File: src/rtl/c_style_token_lexer_unit_macros.svh
// assertion macros for the c-style token lexer
// used by the top level only, no other dependencies
`ifndef C_STYLE_TOKEN_LEXER_UNIT_MACROS_SVH
`define C_STYLE_TOKEN_LEXER_UNIT_MACROS_SVH

// same-cycle implication, checked outside reset
`define CTL_ASSERT_NOW(label, clk, rst_n, ante, cons, msg) \
    label: assert property (@(posedge clk) disable iff (!rst_n) (ante) |-> (cons)) \
        else $error(msg);

// next-cycle implication, checked outside reset
`define CTL_ASSERT_NEXT(label, clk, rst_n, ante, cons, msg) \
    label: assert property (@(posedge clk) disable iff (!rst_n) (ante) |=> (cons)) \
        else $error(msg);

`endif

File: src/rtl/ctl_pkg.sv
// shared types, codes and lexing functions of the c-style token lexer
// no dependencies; used by every rtl file of the block but the macro header
package ctl_pkg;

    // line counter width and width of the line field on the result channel
    localparam int LINE_BITS  = 16;
    localparam int LINE_OUT_W = 16;

    // result buffer in the back end: at most four beats per source byte
    localparam int SLOTS   = 4;
    localparam int SLOT_IW = $clog2(SLOTS);
    localparam int SLOT_CW = $clog2(SLOTS + 1);

    // work queue between front and back
    localparam int Q_DEPTH = 2;
    localparam int Q_PTR_W = (Q_DEPTH > 1) ? $clog2(Q_DEPTH) : 1;
    localparam int Q_CNT_W = $clog2(Q_DEPTH + 1);

    // control characters and the backslash
    localparam logic [7:0] CH_NL  = 8'h0A;
    localparam logic [7:0] CH_TAB = 8'h09;
    localparam logic [7:0] CH_CR  = 8'h0D;
    localparam logic [7:0] CH_ESC = 8'h1B;
    localparam logic [7:0] CH_BSL = 8'h5C;

    // codes for the two-character operators
    localparam logic [8:0] PV_EQ_EQ    = 9'd256;
    localparam logic [8:0] PV_BANG_EQ  = 9'd257;
    localparam logic [8:0] PV_CARET_EQ = 9'd258;
    localparam logic [8:0] PV_LT_EQ    = 9'd259;
    localparam logic [8:0] PV_GT_EQ    = 9'd260;

    typedef logic [LINE_OUT_W-1:0] line_out_t;

    typedef enum logic [1:0] {
        KIND_CHAR  = 2'd0,
        KIND_DONE  = 2'd1,
        KIND_ERROR = 2'd2,
        KIND_EOI   = 2'd3
    } kind_t;

    typedef enum logic [2:0] {
        TT_NONE   = 3'd0,
        TT_IDENT  = 3'd1,
        TT_NUMBER = 3'd2,
        TT_STRING = 3'd3,
        TT_CHAR   = 3'd4,
        TT_PUNCT  = 3'd5
    } ttype_t;

    typedef enum logic [2:0] {
        ERR_NONE          = 3'd0,
        ERR_UNEXPECTED    = 3'd1,
        ERR_UNTERM_CHAR   = 3'd2,
        ERR_UNTERM_STRING = 3'd3,
        ERR_BAD_ESCAPE    = 3'd4
    } err_t;

    typedef enum logic [3:0] {
        M_IDLE, M_IDENT, M_NUMBER, M_STRING, M_STR_ESC,
        M_CHR_OPEN, M_CHR_ESC, M_CHR_CLOSE, M_DOT, M_DOTDOT,
        M_EQ, M_BANG, M_CARET, M_LT, M_GT
    } mode_t;

    typedef struct packed {
        kind_t      kind;
        ttype_t     token_type;
        logic [8:0] value;
        err_t       error_code;
    } result_t;

    // one queued unit of work: up to two bytes to lex, then an optional close
    typedef struct packed {
        logic       op0_v;
        logic [7:0] op0;
        logic       op1_v;
        logic [7:0] op1;
        logic       eoi;
        line_out_t  line;
    } work_t;

    typedef struct packed {
        mode_t      mode;
        logic [7:0] clv;
        logic [1:0] n;
        result_t    r0;
        result_t    r1;
    } step_t;

    typedef struct packed {
        mode_t   mode;
        logic    emit;
        result_t r;
    } idle_t;

    typedef struct packed {
        logic    emit;
        result_t r;
    } close_t;

    function automatic result_t mk_res(kind_t k, ttype_t t, logic [8:0] v, err_t e);
        result_t r;
        r.kind       = k;
        r.token_type = t;
        r.value      = v;
        r.error_code = e;
        return r;
    endfunction

    function automatic logic is_digit(logic [7:0] c);
        return (c >= "0") && (c <= "9");
    endfunction

    function automatic logic is_alpha(logic [7:0] c);
        return ((c >= "a") && (c <= "z")) || ((c >= "A") && (c <= "Z"));
    endfunction

    function automatic logic is_space(logic [7:0] c);
        return (c == " ") || ((c >= CH_TAB) && (c <= CH_CR));
    endfunction

    function automatic logic [7:0] escape_of(logic [7:0] c);
        logic [7:0] e;
        case (c)
            "a":     e = 8'h07;
            "b":     e = 8'h08;
            "f":     e = 8'h0C;
            "n":     e = CH_NL;
            "r":     e = CH_CR;
            "t":     e = CH_TAB;
            "v":     e = 8'h0B;
            "e":     e = CH_ESC;
            default: e = c;
        endcase
        return e;
    endfunction

    function automatic logic [8:0] single_of(mode_t m);
        logic [8:0] v;
        case (m)
            M_EQ:    v = {1'b0, 8'("=")};
            M_BANG:  v = {1'b0, 8'("!")};
            M_CARET: v = {1'b0, 8'("^")};
            M_LT:    v = {1'b0, 8'("<")};
            default: v = {1'b0, 8'(">")};
        endcase
        return v;
    endfunction

    function automatic logic [8:0] pair_of(mode_t m);
        logic [8:0] v;
        case (m)
            M_EQ:    v = PV_EQ_EQ;
            M_BANG:  v = PV_BANG_EQ;
            M_CARET: v = PV_CARET_EQ;
            M_LT:    v = PV_LT_EQ;
            default: v = PV_GT_EQ;
        endcase
        return v;
    endfunction

    // byte seen with no token open
    function automatic idle_t idle_f(logic [7:0] c);
        idle_t s;
        s.mode = M_IDLE;
        s.emit = 1'b0;
        s.r    = mk_res(KIND_CHAR, TT_NONE, 9'd0, ERR_NONE);
        if (is_space(c)) begin
            s.emit = 1'b0;
        end
        else if (is_digit(c)) begin
            s.emit = 1'b1;
            s.r    = mk_res(KIND_CHAR, TT_NUMBER, {1'b0, c}, ERR_NONE);
            s.mode = M_NUMBER;
        end
        else if (is_alpha(c) || (c == "_")) begin
            s.emit = 1'b1;
            s.r    = mk_res(KIND_CHAR, TT_IDENT, {1'b0, c}, ERR_NONE);
            s.mode = M_IDENT;
        end
        else begin
            case (c) inside
                "\"": s.mode = M_STRING;
                "'":  s.mode = M_CHR_OPEN;
                "=":  s.mode = M_EQ;
                "!":  s.mode = M_BANG;
                "^":  s.mode = M_CARET;
                "<":  s.mode = M_LT;
                ">":  s.mode = M_GT;
                ".":  s.mode = M_DOT;
                "(", ")", ",", ";", "[", "]", "{", "}", "?", ":", "~":
                begin
                    s.emit = 1'b1;
                    s.r    = mk_res(KIND_DONE, TT_PUNCT, {1'b0, c}, ERR_NONE);
                end
                default:
                begin
                    s.emit = 1'b1;
                    s.r    = mk_res(KIND_ERROR, TT_NONE, {1'b0, c}, ERR_UNEXPECTED);
                end
            endcase
        end
        return s;
    endfunction

    // one byte through the lexer: at most two result beats
    function automatic step_t step_f(mode_t m, logic [7:0] clv, logic [7:0] c);
        step_t s;
        idle_t id;
        logic  fall;
        s.mode = m;
        s.clv  = clv;
        s.n    = 2'd0;
        s.r0   = mk_res(KIND_CHAR, TT_NONE, 9'd0, ERR_NONE);
        s.r1   = mk_res(KIND_CHAR, TT_NONE, 9'd0, ERR_NONE);
        fall   = 1'b0;
        case (m)
            M_IDENT:
            begin
                s.n = 2'd1;
                if (is_alpha(c) || is_digit(c) || (c == "_") || (c == "$")) begin
                    s.r0 = mk_res(KIND_CHAR, TT_IDENT, {1'b0, c}, ERR_NONE);
                end
                else begin
                    s.r0 = mk_res(KIND_DONE, TT_IDENT, 9'd0, ERR_NONE);
                    fall = 1'b1;
                end
            end
            M_NUMBER:
            begin
                s.n = 2'd1;
                if (is_alpha(c) || is_digit(c) || (c == ".")) begin
                    s.r0 = mk_res(KIND_CHAR, TT_NUMBER, {1'b0, c}, ERR_NONE);
                end
                else begin
                    s.r0 = mk_res(KIND_DONE, TT_NUMBER, 9'd0, ERR_NONE);
                    fall = 1'b1;
                end
            end
            M_STRING:
            begin
                if (c == "\"") begin
                    s.n    = 2'd1;
                    s.r0   = mk_res(KIND_DONE, TT_STRING, 9'd0, ERR_NONE);
                    s.mode = M_IDLE;
                end
                else if (c == CH_BSL) begin
                    s.mode = M_STR_ESC;
                end
                else begin
                    s.n  = 2'd1;
                    s.r0 = mk_res(KIND_CHAR, TT_STRING, {1'b0, c}, ERR_NONE);
                end
            end
            M_STR_ESC:
            begin
                s.n    = 2'd1;
                s.r0   = mk_res(KIND_CHAR, TT_STRING, {1'b0, escape_of(c)}, ERR_NONE);
                s.mode = M_STRING;
            end
            M_CHR_OPEN:
            begin
                if (c == CH_BSL) begin
                    s.mode = M_CHR_ESC;
                end
                else begin
                    s.clv  = c;
                    s.mode = M_CHR_CLOSE;
                end
            end
            M_CHR_ESC:
            begin
                s.clv  = escape_of(c);
                s.mode = M_CHR_CLOSE;
            end
            M_CHR_CLOSE:
            begin
                s.n = 2'd1;
                if (c == "'") begin
                    s.r0 = mk_res(KIND_DONE, TT_CHAR, {1'b0, clv}, ERR_NONE);
                end
                else begin
                    s.r0 = mk_res(KIND_ERROR, TT_NONE, 9'd0, ERR_UNTERM_CHAR);
                end
                s.mode = M_IDLE;
            end
            M_DOT:
            begin
                if (is_digit(c)) begin
                    s.n    = 2'd2;
                    s.r0   = mk_res(KIND_CHAR, TT_NUMBER, {1'b0, 8'(".")}, ERR_NONE);
                    s.r1   = mk_res(KIND_CHAR, TT_NUMBER, {1'b0, c}, ERR_NONE);
                    s.mode = M_NUMBER;
                end
                else if (c == ".") begin
                    s.n    = 2'd2;
                    s.r0   = mk_res(KIND_CHAR, TT_IDENT, {1'b0, 8'(".")}, ERR_NONE);
                    s.r1   = mk_res(KIND_CHAR, TT_IDENT, {1'b0, 8'(".")}, ERR_NONE);
                    s.mode = M_DOTDOT;
                end
                else begin
                    s.n  = 2'd1;
                    s.r0 = mk_res(KIND_DONE, TT_PUNCT, {1'b0, 8'(".")}, ERR_NONE);
                    fall = 1'b1;
                end
            end
            M_DOTDOT:
            begin
                s.n    = 2'd2;
                s.r0   = mk_res(KIND_CHAR, TT_IDENT, {1'b0, c}, ERR_NONE);
                s.r1   = mk_res(KIND_DONE, TT_IDENT, 9'd0, ERR_NONE);
                s.mode = M_IDLE;
            end
            M_EQ, M_BANG, M_CARET, M_LT, M_GT:
            begin
                s.n = 2'd1;
                if (c == "=") begin
                    s.r0   = mk_res(KIND_DONE, TT_PUNCT, pair_of(m), ERR_NONE);
                    s.mode = M_IDLE;
                end
                else begin
                    s.r0 = mk_res(KIND_DONE, TT_PUNCT, single_of(m), ERR_NONE);
                    fall = 1'b1;
                end
            end
            default:
            begin
                fall = 1'b1;
            end
        endcase
        // token ended: the same byte is looked at again with nothing open
        if (fall) begin
            id     = idle_f(c);
            s.mode = id.mode;
            if (id.emit) begin
                if (s.n == 2'd0) begin
                    s.r0 = id.r;
                end
                else begin
                    s.r1 = id.r;
                end
            end
            s.n = s.n + {1'b0, id.emit};
        end
        return s;
    endfunction

    // end of input: finish or fault whatever token is open
    function automatic close_t close_f(mode_t m);
        close_t s;
        s.emit = 1'b1;
        s.r    = mk_res(KIND_CHAR, TT_NONE, 9'd0, ERR_NONE);
        case (m) inside
            M_IDENT, M_DOTDOT:
                s.r = mk_res(KIND_DONE, TT_IDENT, 9'd0, ERR_NONE);
            M_NUMBER:
                s.r = mk_res(KIND_DONE, TT_NUMBER, 9'd0, ERR_NONE);
            M_STRING:
                s.r = mk_res(KIND_ERROR, TT_NONE, 9'd0, ERR_UNTERM_STRING);
            M_STR_ESC, M_CHR_ESC:
                s.r = mk_res(KIND_ERROR, TT_NONE, 9'd0, ERR_BAD_ESCAPE);
            M_CHR_OPEN, M_CHR_CLOSE:
                s.r = mk_res(KIND_ERROR, TT_NONE, 9'd0, ERR_UNTERM_CHAR);
            M_DOT:
                s.r = mk_res(KIND_DONE, TT_PUNCT, {1'b0, 8'(".")}, ERR_NONE);
            M_EQ, M_BANG, M_CARET, M_LT, M_GT:
                s.r = mk_res(KIND_DONE, TT_PUNCT, single_of(m), ERR_NONE);
            default:
                s.emit = 1'b0;
        endcase
        return s;
    endfunction

endpackage

File: src/rtl/ctl_ifs.sv
// valid/ready channel interfaces of the c-style token lexer
// source byte channel and token result channel; line type from ctl_pkg
interface ctl_byte_if;
    logic       valid;
    logic       ready;
    logic [7:0] ch;
    logic       end_of_input;

    modport source (output valid, output ch, output end_of_input, input ready);
    modport sink   (input valid, input ch, input end_of_input, output ready);
endinterface

interface ctl_token_if;
    logic                valid;
    logic                ready;
    logic [1:0]          kind;
    logic [2:0]          token_type;
    logic [8:0]          value;
    logic [2:0]          error_code;
    ctl_pkg::line_out_t  line;
    logic                last;

    modport source (output valid, output kind, output token_type, output value,
                    output error_code, output line, output last, input ready);
    modport sink   (input valid, input kind, input token_type, input value,
                    input error_code, input line, input last, output ready);
endinterface

File: src/rtl/c_style_token_lexer_unit.sv
// top level of the c-style token lexer: front end, work queue, back end
// depends on ctl_pkg, ctl_ifs, ctl_front, ctl_queue, ctl_back and the macro header
//
//  channel   role    beat contents
//  bytes     sink    ch, end_of_input
//  tokens    source  kind, token_type, value, error_code, line, last
//
// a source byte is taken every cycle while the two-entry work queue has room
// each byte gives zero to four token beats, one per cycle while tokens.ready is high, from the result buffer
// the back end loads the next queued byte in the cycle its last beat leaves
// reset: nothing open, no held backslash, line count 1, queue and buffer empty
// a stall on tokens fills the queue, after which bytes.ready drops
`include "c_style_token_lexer_unit_macros.svh"

module c_style_token_lexer_unit (
    input  logic          clk,
    input  logic          rst_n,
    ctl_byte_if.sink      bytes,
    ctl_token_if.source   tokens
);

    logic              q_full;
    logic              push;
    ctl_pkg::work_t    push_item;
    logic              pop;
    logic              q_valid;
    ctl_pkg::work_t    q_item;

    // splice and line count
    ctl_front u_front (
        .clk    (clk),
        .rst_n  (rst_n),
        .bytes  (bytes),
        .q_full (q_full),
        .push   (push),
        .item   (push_item)
    );

    // decoupling queue
    ctl_queue u_queue (
        .clk       (clk),
        .rst_n     (rst_n),
        .push      (push),
        .push_item (push_item),
        .full      (q_full),
        .pop       (pop),
        .q_valid   (q_valid),
        .q_item    (q_item)
    );

    // lexer and result drain
    ctl_back u_back (
        .clk     (clk),
        .rst_n   (rst_n),
        .q_valid (q_valid),
        .q_item  (q_item),
        .pop     (pop),
        .tokens  (tokens)
    );

    // a beat that is not the last of its byte is followed by another
    `CTL_ASSERT_NEXT(a_more_after_not_last, clk, rst_n, tokens.valid && tokens.ready && !tokens.last, tokens.valid, "result beats of one byte broken off")
    // the back end never loads while earlier beats still wait
    `CTL_ASSERT_NOW(a_no_load_over_pending, clk, rst_n, pop, !tokens.valid || (tokens.ready && tokens.last), "result buffer overwritten")
    // end of input always reaches the back end
    `CTL_ASSERT_NOW(a_eoi_pushed, clk, rst_n, bytes.valid && bytes.ready && bytes.end_of_input, push, "end of input lost in front end")

endmodule

File: src/rtl/ctl_front.sv
// front end: accepts source bytes, splices backslash-newline, counts lines
// depends on ctl_pkg and ctl_byte_if
module ctl_front (
    input  logic              clk,
    input  logic              rst_n,
    ctl_byte_if.sink          bytes,
    input  logic              q_full,
    output logic              push,
    output ctl_pkg::work_t    item
);

    logic                           pend_reg;
    logic                           pend_next;
    logic [ctl_pkg::LINE_BITS-1:0]  line_reg;
    logic [ctl_pkg::LINE_BITS-1:0]  line_next;
    logic [ctl_pkg::LINE_BITS+ctl_pkg::LINE_OUT_W-1:0] line_ext;
    logic                           acc;
    logic                           is_nl;

    assign bytes.ready = !q_full;
    assign acc         = bytes.valid && bytes.ready;
    assign is_nl       = !bytes.end_of_input && (bytes.ch == ctl_pkg::CH_NL);

    // line count after this beat, cut or padded to the result width
    always_comb
    begin
        line_next = is_nl ? (line_reg + ctl_pkg::LINE_BITS'(1)) : line_reg;
        line_ext  = {{ctl_pkg::LINE_OUT_W{1'b0}}, line_next};
    end

    // splice and pick the bytes to hand to the lexer
    always_comb
    begin
        item.op0_v = 1'b0;
        item.op0   = ctl_pkg::CH_BSL;
        item.op1_v = 1'b0;
        item.op1   = bytes.ch;
        item.eoi   = bytes.end_of_input;
        item.line  = line_ext[ctl_pkg::LINE_OUT_W-1:0];
        pend_next  = pend_reg;
        if (bytes.end_of_input) begin
            item.op0_v = pend_reg;
            pend_next  = 1'b0;
        end
        else if (pend_reg) begin
            if (bytes.ch == ctl_pkg::CH_NL) begin
                pend_next = 1'b0;
            end
            else begin
                item.op0_v = 1'b1;
                if (bytes.ch == ctl_pkg::CH_BSL) begin
                    pend_next = 1'b1;
                end
                else begin
                    item.op1_v = 1'b1;
                    pend_next  = 1'b0;
                end
            end
        end
        else if (bytes.ch == ctl_pkg::CH_BSL) begin
            pend_next = 1'b1;
        end
        else begin
            item.op0_v = 1'b1;
            item.op0   = bytes.ch;
        end
    end

    assign push = acc && (item.op0_v || item.eoi);

    // splice flag and line counter
    always_ff @(posedge clk or negedge rst_n)
    begin
        if (!rst_n) begin
            pend_reg <= 1'b0;
            line_reg <= ctl_pkg::LINE_BITS'(1);
        end
        else if (acc) begin
            pend_reg <= pend_next;
            line_reg <= line_next;
        end
    end

endmodule

File: src/rtl/ctl_queue.sv
// short work queue between the front end and the lexing back end
// depends on ctl_pkg
module ctl_queue (
    input  logic              clk,
    input  logic              rst_n,
    input  logic              push,
    input  ctl_pkg::work_t    push_item,
    output logic              full,
    input  logic              pop,
    output logic              q_valid,
    output ctl_pkg::work_t    q_item
);

    ctl_pkg::work_t                entry_reg [ctl_pkg::Q_DEPTH];
    logic [ctl_pkg::Q_PTR_W-1:0]   wptr_reg;
    logic [ctl_pkg::Q_PTR_W-1:0]   wptr_next;
    logic [ctl_pkg::Q_PTR_W-1:0]   rptr_reg;
    logic [ctl_pkg::Q_PTR_W-1:0]   rptr_next;
    logic [ctl_pkg::Q_CNT_W-1:0]   cnt_reg;
    logic [ctl_pkg::Q_CNT_W-1:0]   cnt_next;
    logic                          do_push;
    logic                          do_pop;

    assign full    = (cnt_reg == ctl_pkg::Q_CNT_W'(ctl_pkg::Q_DEPTH));
    assign q_valid = (cnt_reg != '0);
    assign q_item  = entry_reg[rptr_reg];
    assign do_push = push && !full;
    assign do_pop  = pop && q_valid;

    // pointer wrap and occupancy
    always_comb
    begin
        wptr_next = wptr_reg;
        rptr_next = rptr_reg;
        if (do_push) begin
            wptr_next = (wptr_reg == ctl_pkg::Q_PTR_W'(ctl_pkg::Q_DEPTH - 1)) ?
                        '0 : wptr_reg + ctl_pkg::Q_PTR_W'(1);
        end
        if (do_pop) begin
            rptr_next = (rptr_reg == ctl_pkg::Q_PTR_W'(ctl_pkg::Q_DEPTH - 1)) ?
                        '0 : rptr_reg + ctl_pkg::Q_PTR_W'(1);
        end
        cnt_next = cnt_reg + ctl_pkg::Q_CNT_W'(do_push) - ctl_pkg::Q_CNT_W'(do_pop);
    end

    always_ff @(posedge clk or negedge rst_n)
    begin
        if (!rst_n) begin
            wptr_reg <= '0;
            rptr_reg <= '0;
            cnt_reg  <= '0;
        end
        else begin
            wptr_reg <= wptr_next;
            rptr_reg <= rptr_next;
            cnt_reg  <= cnt_next;
        end
    end

    // queue storage
    always_ff @(posedge clk)
    begin
        if (do_push) begin
            entry_reg[wptr_reg] <= push_item;
        end
    end

endmodule

File: src/rtl/ctl_back.sv
// back end: runs the lexer over one queued work unit and drains its beats
// depends on ctl_pkg and ctl_token_if
module ctl_back (
    input  logic              clk,
    input  logic              rst_n,
    input  logic              q_valid,
    input  ctl_pkg::work_t    q_item,
    output logic              pop,
    ctl_token_if.source       tokens
);

    ctl_pkg::mode_t                mode_reg;
    logic [7:0]                    clv_reg;
    ctl_pkg::result_t              slot_reg [ctl_pkg::SLOTS];
    ctl_pkg::result_t              slot_next [ctl_pkg::SLOTS];
    logic [ctl_pkg::SLOT_CW-1:0]   cnt_reg;
    logic [ctl_pkg::SLOT_CW-1:0]   cnt_next;
    logic [ctl_pkg::SLOT_CW-1:0]   new_cnt;
    logic [ctl_pkg::SLOT_IW-1:0]   idx_reg;
    logic [ctl_pkg::SLOT_IW-1:0]   idx_next;
    ctl_pkg::line_out_t            line_reg;
    ctl_pkg::step_t                s1;
    ctl_pkg::step_t                s2;
    ctl_pkg::close_t               cl;
    ctl_pkg::mode_t                mode_fin;
    ctl_pkg::result_t              cand [6];
    logic [5:0]                    cand_v;
    ctl_pkg::result_t              cur;
    logic                          fire;
    logic                          is_last;
    logic                          free;

    // lex the work unit: first byte, second byte, then the close at end of input
    always_comb
    begin
        if (q_item.op0_v) begin
            s1 = ctl_pkg::step_f(mode_reg, clv_reg, q_item.op0);
        end
        else begin
            s1      = '0;
            s1.mode = mode_reg;
            s1.clv  = clv_reg;
        end
        if (q_item.op1_v) begin
            s2 = ctl_pkg::step_f(s1.mode, s1.clv, q_item.op1);
        end
        else begin
            s2 = s1;
            s2.n = 2'd0;
        end
        cl       = ctl_pkg::close_f(s2.mode);
        mode_fin = q_item.eoi ? ctl_pkg::M_IDLE : s2.mode;
    end

    // gather the beats in order into the result buffer
    always_comb
    begin
        cand[0]   = s1.r0;
        cand[1]   = s1.r1;
        cand[2]   = s2.r0;
        cand[3]   = s2.r1;
        cand[4]   = cl.r;
        cand[5]   = ctl_pkg::mk_res(ctl_pkg::KIND_EOI, ctl_pkg::TT_NONE, 9'd0,
                                    ctl_pkg::ERR_NONE);
        cand_v[0] = q_item.op0_v && (s1.n != 2'd0);
        cand_v[1] = q_item.op0_v && (s1.n == 2'd2);
        cand_v[2] = q_item.op1_v && (s2.n != 2'd0);
        cand_v[3] = q_item.op1_v && (s2.n == 2'd2);
        cand_v[4] = q_item.eoi && cl.emit;
        cand_v[5] = q_item.eoi;
        for (int i = 0; i < ctl_pkg::SLOTS; i++) begin
            slot_next[i] = slot_reg[i];
        end
        new_cnt = '0;
        for (int i = 0; i < 6; i++) begin
            if (cand_v[i]) begin
                slot_next[new_cnt[ctl_pkg::SLOT_IW-1:0]] = cand[i];
                new_cnt = new_cnt + ctl_pkg::SLOT_CW'(1);
            end
        end
    end

    // drain control
    assign cur     = slot_reg[idx_reg];
    assign fire    = tokens.valid && tokens.ready;
    assign is_last = ({1'b0, idx_reg} == (cnt_reg - ctl_pkg::SLOT_CW'(1)));
    assign free    = (cnt_reg == '0) || (fire && is_last);
    assign pop     = q_valid && free;

    always_comb
    begin
        cnt_next = cnt_reg;
        idx_next = idx_reg;
        if (pop) begin
            cnt_next = new_cnt;
            idx_next = '0;
        end
        else if (fire) begin
            if (is_last) begin
                cnt_next = '0;
                idx_next = '0;
            end
            else begin
                idx_next = idx_reg + ctl_pkg::SLOT_IW'(1);
            end
        end
    end

    // lexer state and buffer control
    always_ff @(posedge clk or negedge rst_n)
    begin
        if (!rst_n) begin
            mode_reg <= ctl_pkg::M_IDLE;
            clv_reg  <= 8'd0;
            cnt_reg  <= '0;
            idx_reg  <= '0;
        end
        else begin
            if (pop) begin
                mode_reg <= mode_fin;
                clv_reg  <= s2.clv;
            end
            cnt_reg <= cnt_next;
            idx_reg <= idx_next;
        end
    end

    // result buffer payload
    always_ff @(posedge clk)
    begin
        if (pop) begin
            for (int i = 0; i < ctl_pkg::SLOTS; i++) begin
                slot_reg[i] <= slot_next[i];
            end
            line_reg <= q_item.line;
        end
    end

    assign tokens.valid      = (cnt_reg != '0);
    assign tokens.kind       = cur.kind;
    assign tokens.token_type = cur.token_type;
    assign tokens.value      = cur.value;
    assign tokens.error_code = cur.error_code;
    assign tokens.line       = line_reg;
    assign tokens.last       = is_last;

endmodule
File: src/flat_wrapper.sv
// flat-port wrapper written by rule: the top's interface ports become plain ports
module c_style_token_lexer_unit_flat 
  (clk, rst_n, bytes_valid, bytes_ch, bytes_end_of_input, bytes_ready, tokens_valid, tokens_kind, tokens_token_type, tokens_value, tokens_error_code, tokens_line, tokens_last, tokens_ready);
  ctl_byte_if bytes_i ();
  ctl_token_if tokens_i ();
  input  logic clk;
  input  logic rst_n;
  input wire logic [$bits(bytes_i.valid)-1:0] bytes_valid;
  input wire logic [$bits(bytes_i.ch)-1:0] bytes_ch;
  input wire logic [$bits(bytes_i.end_of_input)-1:0] bytes_end_of_input;
  output wire logic [$bits(bytes_i.ready)-1:0] bytes_ready;
  output wire logic [$bits(tokens_i.valid)-1:0] tokens_valid;
  output wire logic [$bits(tokens_i.kind)-1:0] tokens_kind;
  output wire logic [$bits(tokens_i.token_type)-1:0] tokens_token_type;
  output wire logic [$bits(tokens_i.value)-1:0] tokens_value;
  output wire logic [$bits(tokens_i.error_code)-1:0] tokens_error_code;
  output wire logic [$bits(tokens_i.line)-1:0] tokens_line;
  output wire logic [$bits(tokens_i.last)-1:0] tokens_last;
  input wire logic [$bits(tokens_i.ready)-1:0] tokens_ready;
  assign bytes_i.valid = bytes_valid;
  assign bytes_i.ch = bytes_ch;
  assign bytes_i.end_of_input = bytes_end_of_input;
  assign bytes_ready = bytes_i.ready;
  assign tokens_valid = tokens_i.valid;
  assign tokens_kind = tokens_i.kind;
  assign tokens_token_type = tokens_i.token_type;
  assign tokens_value = tokens_i.value;
  assign tokens_error_code = tokens_i.error_code;
  assign tokens_line = tokens_i.line;
  assign tokens_last = tokens_i.last;
  assign tokens_i.ready = tokens_ready;
  c_style_token_lexer_unit u_core (.clk(clk), .rst_n(rst_n), .bytes(bytes_i), .tokens(tokens_i));
endmodule
File: config.mk
export PLATFORM = sky130hd
export DESIGN_NAME = c_style_token_lexer_unit_flat
export DESIGN_NICKNAME = d
export VERILOG_FILES = /design/src/rtl/ctl_pkg.sv /design/src/rtl/ctl_ifs.sv /design/src/rtl/c_style_token_lexer_unit.sv /design/src/rtl/ctl_front.sv /design/src/rtl/ctl_queue.sv /design/src/rtl/ctl_back.sv /design/src/flat_wrapper.sv
export VERILOG_INCLUDE_DIRS = /design/src /design/src/rtl
export SDC_FILE = /design/constraint.sdc
export NUM_CORES = 1
export LEC_CHECK = 0
export ABC_AREA = 1
export BUFFER_PORTS_ARGS = -buffer_cell sky130_fd_sc_hd__buf_2
export CELL_PAD_IN_SITES_DETAIL_PLACEMENT = 2
export CELL_PAD_IN_SITES_GLOBAL_PLACEMENT = 2
export CORE_MARGIN = 3
export CORE_UTILIZATION = 40
export DETAILED_ROUTE_END_ITERATION = 10
export PLACE_DENSITY = 0.95
export SKIP_CTS_REPAIR_TIMING = 1
export SYNTH_ARGS = -nofsm -noshare
export SYNTH_HDL_FRONTEND = slang
export SYNTH_HIERARCHICAL = 1
export SYNTH_SLANG_ARGS = --single-unit
File: constraint.sdc
create_clock -name clk -period 9.8 [get_ports clk]
set_input_delay 1.47 -clock clk [delete_from_list [all_inputs] [get_ports clk]]
set_output_delay 1.47 -clock clk [all_outputs]
set_load 0.01 [all_outputs]
==> results_dict.tcl, run 1 <==
set metrics [dict create \
    synthFlopType "edfxtp_1" \
    die_w_um 199 \
    crit_fanout 21 \
    start_util_pct 40.6 \
    hold_viol 0 \
    via_per_inst 6.37 \
    dr.pass1.iters 5 \
    slowest_stage "dfrtp_1" \
    grt_pass1_wl_um 114000 \
    cp-end-kind "flop" \
    drtIter0Drc 1624 \
    cts_tree "yes" \
    clkLatencyLatePin_ns 0.49 \
    cts_buffers 17 \
    yosys_warnings 6 \
    hold_path_end "u_core/u_queue/wptr_reg" \
    netlist_area_um2 14900 \
    fin_crit_sh_pct 93.1 \
    critPathTopFamily "simple AND/OR/NAND/NOR gates" \
    max_stage_delay_ns 0.98 \
    drv_slew 0 \
    syn_inst 2131 \
    die-height_um 199 \
    pre_cts_slack_ns 1.26 \
    yosysSeqAreaShare_pct 37.5 \
    cts_root_buffer "clkbuf_16" \
    synth_cell_types 65 \
    area_delta_synth_final_pct 6.83 \
    clk_path_buf_depth 2 \
    syn-mean-instance-area_um2 6.98 \
    grt_util_all_layers_pct 38.3 \
    io_buffers 48 \
    die_area_um2 39500 \
    worstMarginPinSlew_ns 1.13 \
    status "finished, final reports clean" \
    grt_max_degree 53 \
    cpMostUsedCell "nand2_1" \
    ff2ff_path_depth 38 \
    startpoint_type "flop" \
    core_area_um2 36600 \
    vias 16610 \
    setup_tns_ns 0 \
    ant_nets 0 \
    r2r_start "u_core/u_queue/rptr_reg" \
    crit_required_ns 10.00 \
    core.rowCount 70 \
    rr_endpoint "u_core/u_back/slot_reg[2][11]" \
    wl_um 76100 \
    max-cap-violations 0 \
    synth_seq_cells 192 \
    whs_ns 0.540 \
    overflow 0 \
    period_minus_slack_ns 9.13 \
    setup_viol 0 \
    final_cell_mix "565 x nand2_1, 257 x nor2_1, 214 x inv_1" \
    clock-sinks 192 \
    critPathKind "flop to flop" \
    regArea_um2 5580 \
    nFillCells 4370 \
    timing.final.ws_setup_ns 0.674 \
    antenna_found_initial 1 \
    largest_reg_flops 70 \
    drcViolationCount 0 \
    gp_congestion 1.01 \
    synth_edf_count 154 \
    h-tree-depth 4 \
    path_clk_slew_ns 0.08 \
    async_reset_ff_share_pct 19.8 \
    hold_depth 2 \
    hp-start "u_core/u_queue/wptr_reg" \
    final_nets 2155 \
    fin_util_pct 43.4 \
    rrSetupSlack_ns 0.67 \
    layout_commonest_cell "nand2_1" \
    post_drt_wl_per_cell_um 29.2 \
    grt_setup_unrepaired "no" \
    finClkSkew_ns 0.0321 \
    multiInputGateArea_um2 7840 \
    clock.fmax_mhz 110 \
    first_global_vias 17920 \
    path_buf_inv 7 \
    io_pins 49 \
    arrival_ns 9.33 \
    dp_hpwl_um 54800 \
    syn-num-nets 2162 \
    maxSlewHeadroom_pct 24.4 \
    drive_above_1_share_pct 11.4 \
    hp-class "flop to flop" \
]
[final cells by class]
cell class / instances / share of cell area, %
clock inverters: 14 / 0.771
inverters: 266 / 6.35
flip-flops and latches: 192 / 35.1
repair buffers: 59 / 2.03
well taps: 468 / 3.68
diodes: 1 / 0.0157
multi-input cells: 1588 / 49.3
clock buffers: 18 / 2.76
[worst reg2reg max path: cells and delay by family (launching register included)]
kind | cells | cell delay, ns
AND/OR/NAND/NOR | 25 | 4.91
buffers and inverters | 7 | 1.14
adder cells (fa/ha/maj) | 4 | 1.05
flip-flops | 1 | 0.98
AO/OA/AOI/OAI | 2 | 0.76
[cell families (layout without fill, tap and decap cells)]
kind of cell,count (synthesis),in the layout,share of synthesized area [%]
adders and majority gates,18,18,1.51
DFF,192,192,37.5
and+or+nand+nor,1080,1080,31.8
buffers and inverters,351,357,9.96
other,0,1,0
AOI/OAI and AO/OA,483,483,18.8
xor gates and xnor gates,7,7,0.412
[worst max-delay path by stage]
stage | start | endpoint | depth (start not counted)
finish | u_core/u_queue/rptr_reg | u_core/u_back/slot_reg[2][11] | 38
global route | u_core/u_queue/rptr_reg | u_core/u_back/slot_reg[2][11] | 38
CTS | u_core/u_queue/rptr_reg | u_core/u_back/slot_reg[2][11] | 38
detailed placement | u_core/u_queue/rptr_reg | u_core/u_back/slot_reg[2][15] | 39
global placement | u_core/u_queue/rptr_reg | u_core/u_back/slot_reg[2][15] | 38
floorplan | u_core/u_queue/rptr_reg | u_core/u_back/slot_reg[2][16] | 43
[routing by layer]
layer	wire, um	track usage (%)	up-vias
met2	36700	64.7	831
met3	4950	7.03	309
li1	-	-	7088
met4	4820	21.8	0
met1	29700	46.1	8382
met5	0	0	-
[cell usage after synthesis, types with 18 or more instances]
cell type	instances	share of area (%)
edfxtp_1	154	31
nor3_1	28	0.94
dfrtp_1	37	6.2
inv_2	46	1.2
o211ai_1	24	1.2
inv_1	214	5.4
clkbuf_1	38	0.96
o21ai_0	189	6.4
nand2_1	566	14
a21oi_1	111	3.7
ha_1	18	1.5
nand2_2	33	1.4
buf_2	19	0.64
nor2_1	258	6.5
o22ai_1	37	1.6
nand3_1	103	3.5
a22oi_1	19	0.96
o21ai_1	32	1.1
nor2_2	25	1.1
[per-stage QoR]
stage	instance area [um2]	cells
after floorplan	14900	2131
after global placement	15300	2573
after detailed placement	15300	2573
after CTS	15900	2605
after global routing	15900	2606
final	15900	2606
Power of run 1 is not shown: default switching activity piles up to over one toggle a cycle in this logic, so the estimate is an artifact.
==> inputs of run 2 (changes only) <==
--- a/config.mk
+++ b/config.mk
@@ -6,12 +6,11 @@
 export SDC_FILE = /design/constraint.sdc
 export NUM_CORES = 1
 export LEC_CHECK = 0
-export ABC_AREA = 1
 export BUFFER_PORTS_ARGS = -buffer_cell sky130_fd_sc_hd__buf_2
 export CELL_PAD_IN_SITES_DETAIL_PLACEMENT = 2
 export CELL_PAD_IN_SITES_GLOBAL_PLACEMENT = 2
 export CORE_MARGIN = 3
-export CORE_UTILIZATION = 40
+export CORE_UTILIZATION = 43
 export DETAILED_ROUTE_END_ITERATION = 10
 export PLACE_DENSITY = 0.95
 export SKIP_CTS_REPAIR_TIMING = 1
==> results_dict.tcl, run 2 <==
set metrics [dict create \
    grt_setup_unrepaired "no" \
    clock-sinks 192 \
    drcViolationCount 0 \
    yosysSeqAreaShare_pct 37.1 \
    final_nets 1681 \
    critPathTopFamily "compound AO/OA/AOI/OAI gates" \
    ant_nets 0 \
    wl_um 72800 \
    clk_path_buf_depth 2 \
    final_cell_mix "174 x nor2_1, 169 x nand2_1, 154 x edfxtp_1" \
    start_util_pct 44.3 \
    grt_pass1_wl_um 109000 \
    syn-mean-instance-area_um2 8.86 \
    die_area_um2 37200 \
    cpMostUsedCell "ha_1" \
    first_global_vias 16196 \
    h-tree-depth 4 \
    period_minus_slack_ns 9.25 \
    dp_hpwl_um 49900 \
    vias 15689 \
    cts_tree "yes" \
    maxSlewHeadroom_pct -3.44 \
    io_pins 49 \
    cp-end-kind "flop" \
    slowest_stage "mux2_2" \
    die_w_um 193 \
    area_delta_synth_final_pct 6.65 \
    hold_viol 0 \
    syn_inst 1695 \
    clkLatencyLatePin_ns 0.50 \
    startpoint_type "flop" \
    core_area_um2 34000 \
    hp-class "flop to flop" \
    yosys_warnings 6 \
    cts_buffers 17 \
    max-cap-violations 1 \
    die-height_um 193 \
    netlist_area_um2 15000 \
    post_drt_wl_per_cell_um 34.5 \
    critPathKind "flop to flop" \
    max_stage_delay_ns 0.73 \
    largest_reg_flops 70 \
    fin_crit_sh_pct 94.4 \
    grt_max_degree 74 \
    setup_tns_ns 0 \
    synth_seq_cells 192 \
    synth.most_common_cell "nor2_1" \
    synth_area_leaders "edfxtp_1 31%, dfrtp_1 6.2%, nor2_1 4.4%" \
    drtIter0Drc 2398 \
    synth_cell_types 106 \
    grt_util_all_layers_pct 39.3 \
    dr.pass1.iters 8 \
    overflow 0 \
    crit_required_ns 9.98 \
    hp-start "u_core/u_front/line_reg[6]" \
    path_buf_inv 2 \
    setup_viol 0 \
    core.rowCount 67 \
    syn-num-nets 1726 \
    synth_edf_count 154 \
    antenna_found_initial 2 \
    yosys.area.top_type "edfxtp_1" \
    cts_root_buffer "clkbuf_16" \
    synth_common_cells "175 x nor2_1, 169 x nand2_1, 154 x edfxtp_1, 126 x o21ai_0, 124 x a21oi_1" \
    layout_commonest_cell "nor2_1" \
    worstMarginPinSlew_ns 1.54 \
    drv_slew 14 \
    synth_top_area_share_pct 30.8 \
    violations "capacitance limit, slew limit" \
    async_reset_ff_share_pct 19.8 \
    clock.fmax_mhz 108 \
    crit_chain "mux2_2 -> nand3_1 -> o21ai_0 -> a211o_1 -> o21a_1 -> nor2_1 -> or4_1 -> and3_1 -> ha_1 -> o31a_1 -> mux2_2 -> nand3_1 -> and2_1 -> ha_1 -> mux2i_1 -> buf_4 -> inv_1 -> ha_1 -> a21o_1 -> ha_1 -> and2_1 -> a31oi_1 -> o21ai_0" \
    r2r_start "u_core/u_queue/rptr_reg" \
    drive_above_1_share_pct 13.7 \
    crit_fanout 34 \
    arrival_ns 9.43 \
    io_buffers 48 \
    finClkSkew_ns 0.0374 \
    path_clk_slew_ns 0.09 \
    via_per_inst 7.43 \
    synthFlopType "edfxtp_1" \
    startpoint "u_core/u_queue/rptr_reg" \
    gp_congestion 0.966 \
    status "complete, but fails checks" \
]
[run 2: cell types whose count changed after synthesis, moves of 30 or more]
cell	before	now
nor2_1	258	175
mux2_4	0	30
inv_1	214	36
o21ai_0	189	126
nand2_2	33	0
nand3_1	103	50
nand2_1	566	169
clkbuf_1	38	91
inv_2	46	1
a211oi_1	7	48
[run 2: cell families (layout without fill, tap and decap cells)]
| family | after synthesis | count (layout) | synth area share [%] |
|---|---|---|---|
| AO/OA/AOI/OAI | 538 | 538 | 23.8 |
| XOR/XNOR | 43 | 43 | 2.51 |
| adder cells (fa/ha/maj) | 19 | 19 | 1.57 |
| buffers and inverters | 177 | 145 | 5.31 |
| flip-flops | 192 | 192 | 37.1 |
| multiplexers | 70 | 70 | 7.20 |
| other | 0 | 1 | 0 |
| AND/OR/NAND/NOR | 656 | 656 | 22.5 |
[run 2: per-stage QoR]
step                std cells  hold slack (ns)  instance area [um2]  util (%)  worst slack, ns
detailed placement       2079            0.494                15400      45.3             1.11
CTS                      2111            0.540                16000      47.2            0.859
global route             2111            0.560                16000      47.2            0.241
floorplan                1695            0.460                15000         -             2.36
global placement         2079            0.478                15400      45.3             1.65
finish                   2112            0.544                16000      47.2            0.551
[run 2: worst register-to-register path, delay by kind of cell (launching register included)]
family | cells | cell delay (ns)
buffers and inverters | 2 | 0.30
AO/OA/AOI/OAI | 7 | 3.03
adder cells (fa/ha/maj) | 4 | 1.16
flip-flops | 1 | 0.72
multiplexers | 3 | 1.21
AND/OR/NAND/NOR | 7 | 2.55
[run 2: worst paths after layout]
| path | to | slack, ns | depth (start not counted) |
|---|---|---|---|
| setup / recovery | u_core/u_back/slot_reg[2][15] | 0.55 | 23 |
| max in group asynchronous | u_core/u_queue/rptr_reg | 8.30 | 2 |
| min in group asynchronous | u_core/u_front/line_reg[13] | 1.04 | 2 |
| setup reg to reg | u_core/u_back/slot_reg[2][15] | 0.55 | 23 |
| hold / removal | u_core/u_front/line_reg[6] | 0.54 | 1 |
| hold reg to reg | u_core/u_front/line_reg[6] | 0.54 | 1 |
[run 2: area by class of cell]
type	instances	area [um2]
inverters	37	141
clock inverters	14	183
repair buffers	76	450
fillers	3699	17900
well taps	448	561
flip-flops and latches	192	5580
multi-input cells	1326	8660
diodes	1	2.50
clock buffers	18	450
[run 2: layer usage]
| layer | up-vias | global-route usage [%] | wire length [um] |
|---|---|---|---|
| li1 | 6313 | - | - |
| met1 | 7951 | 49.6 | 27000 |
| met2 | 1105 | 62.6 | 33500 |
| met3 | 318 | 9.01 | 7480 |
| met5 | - | 0 | 12 |
| met4 | 2 | 21.6 | 4840 |
Power of run 2 is left out for the same reason.
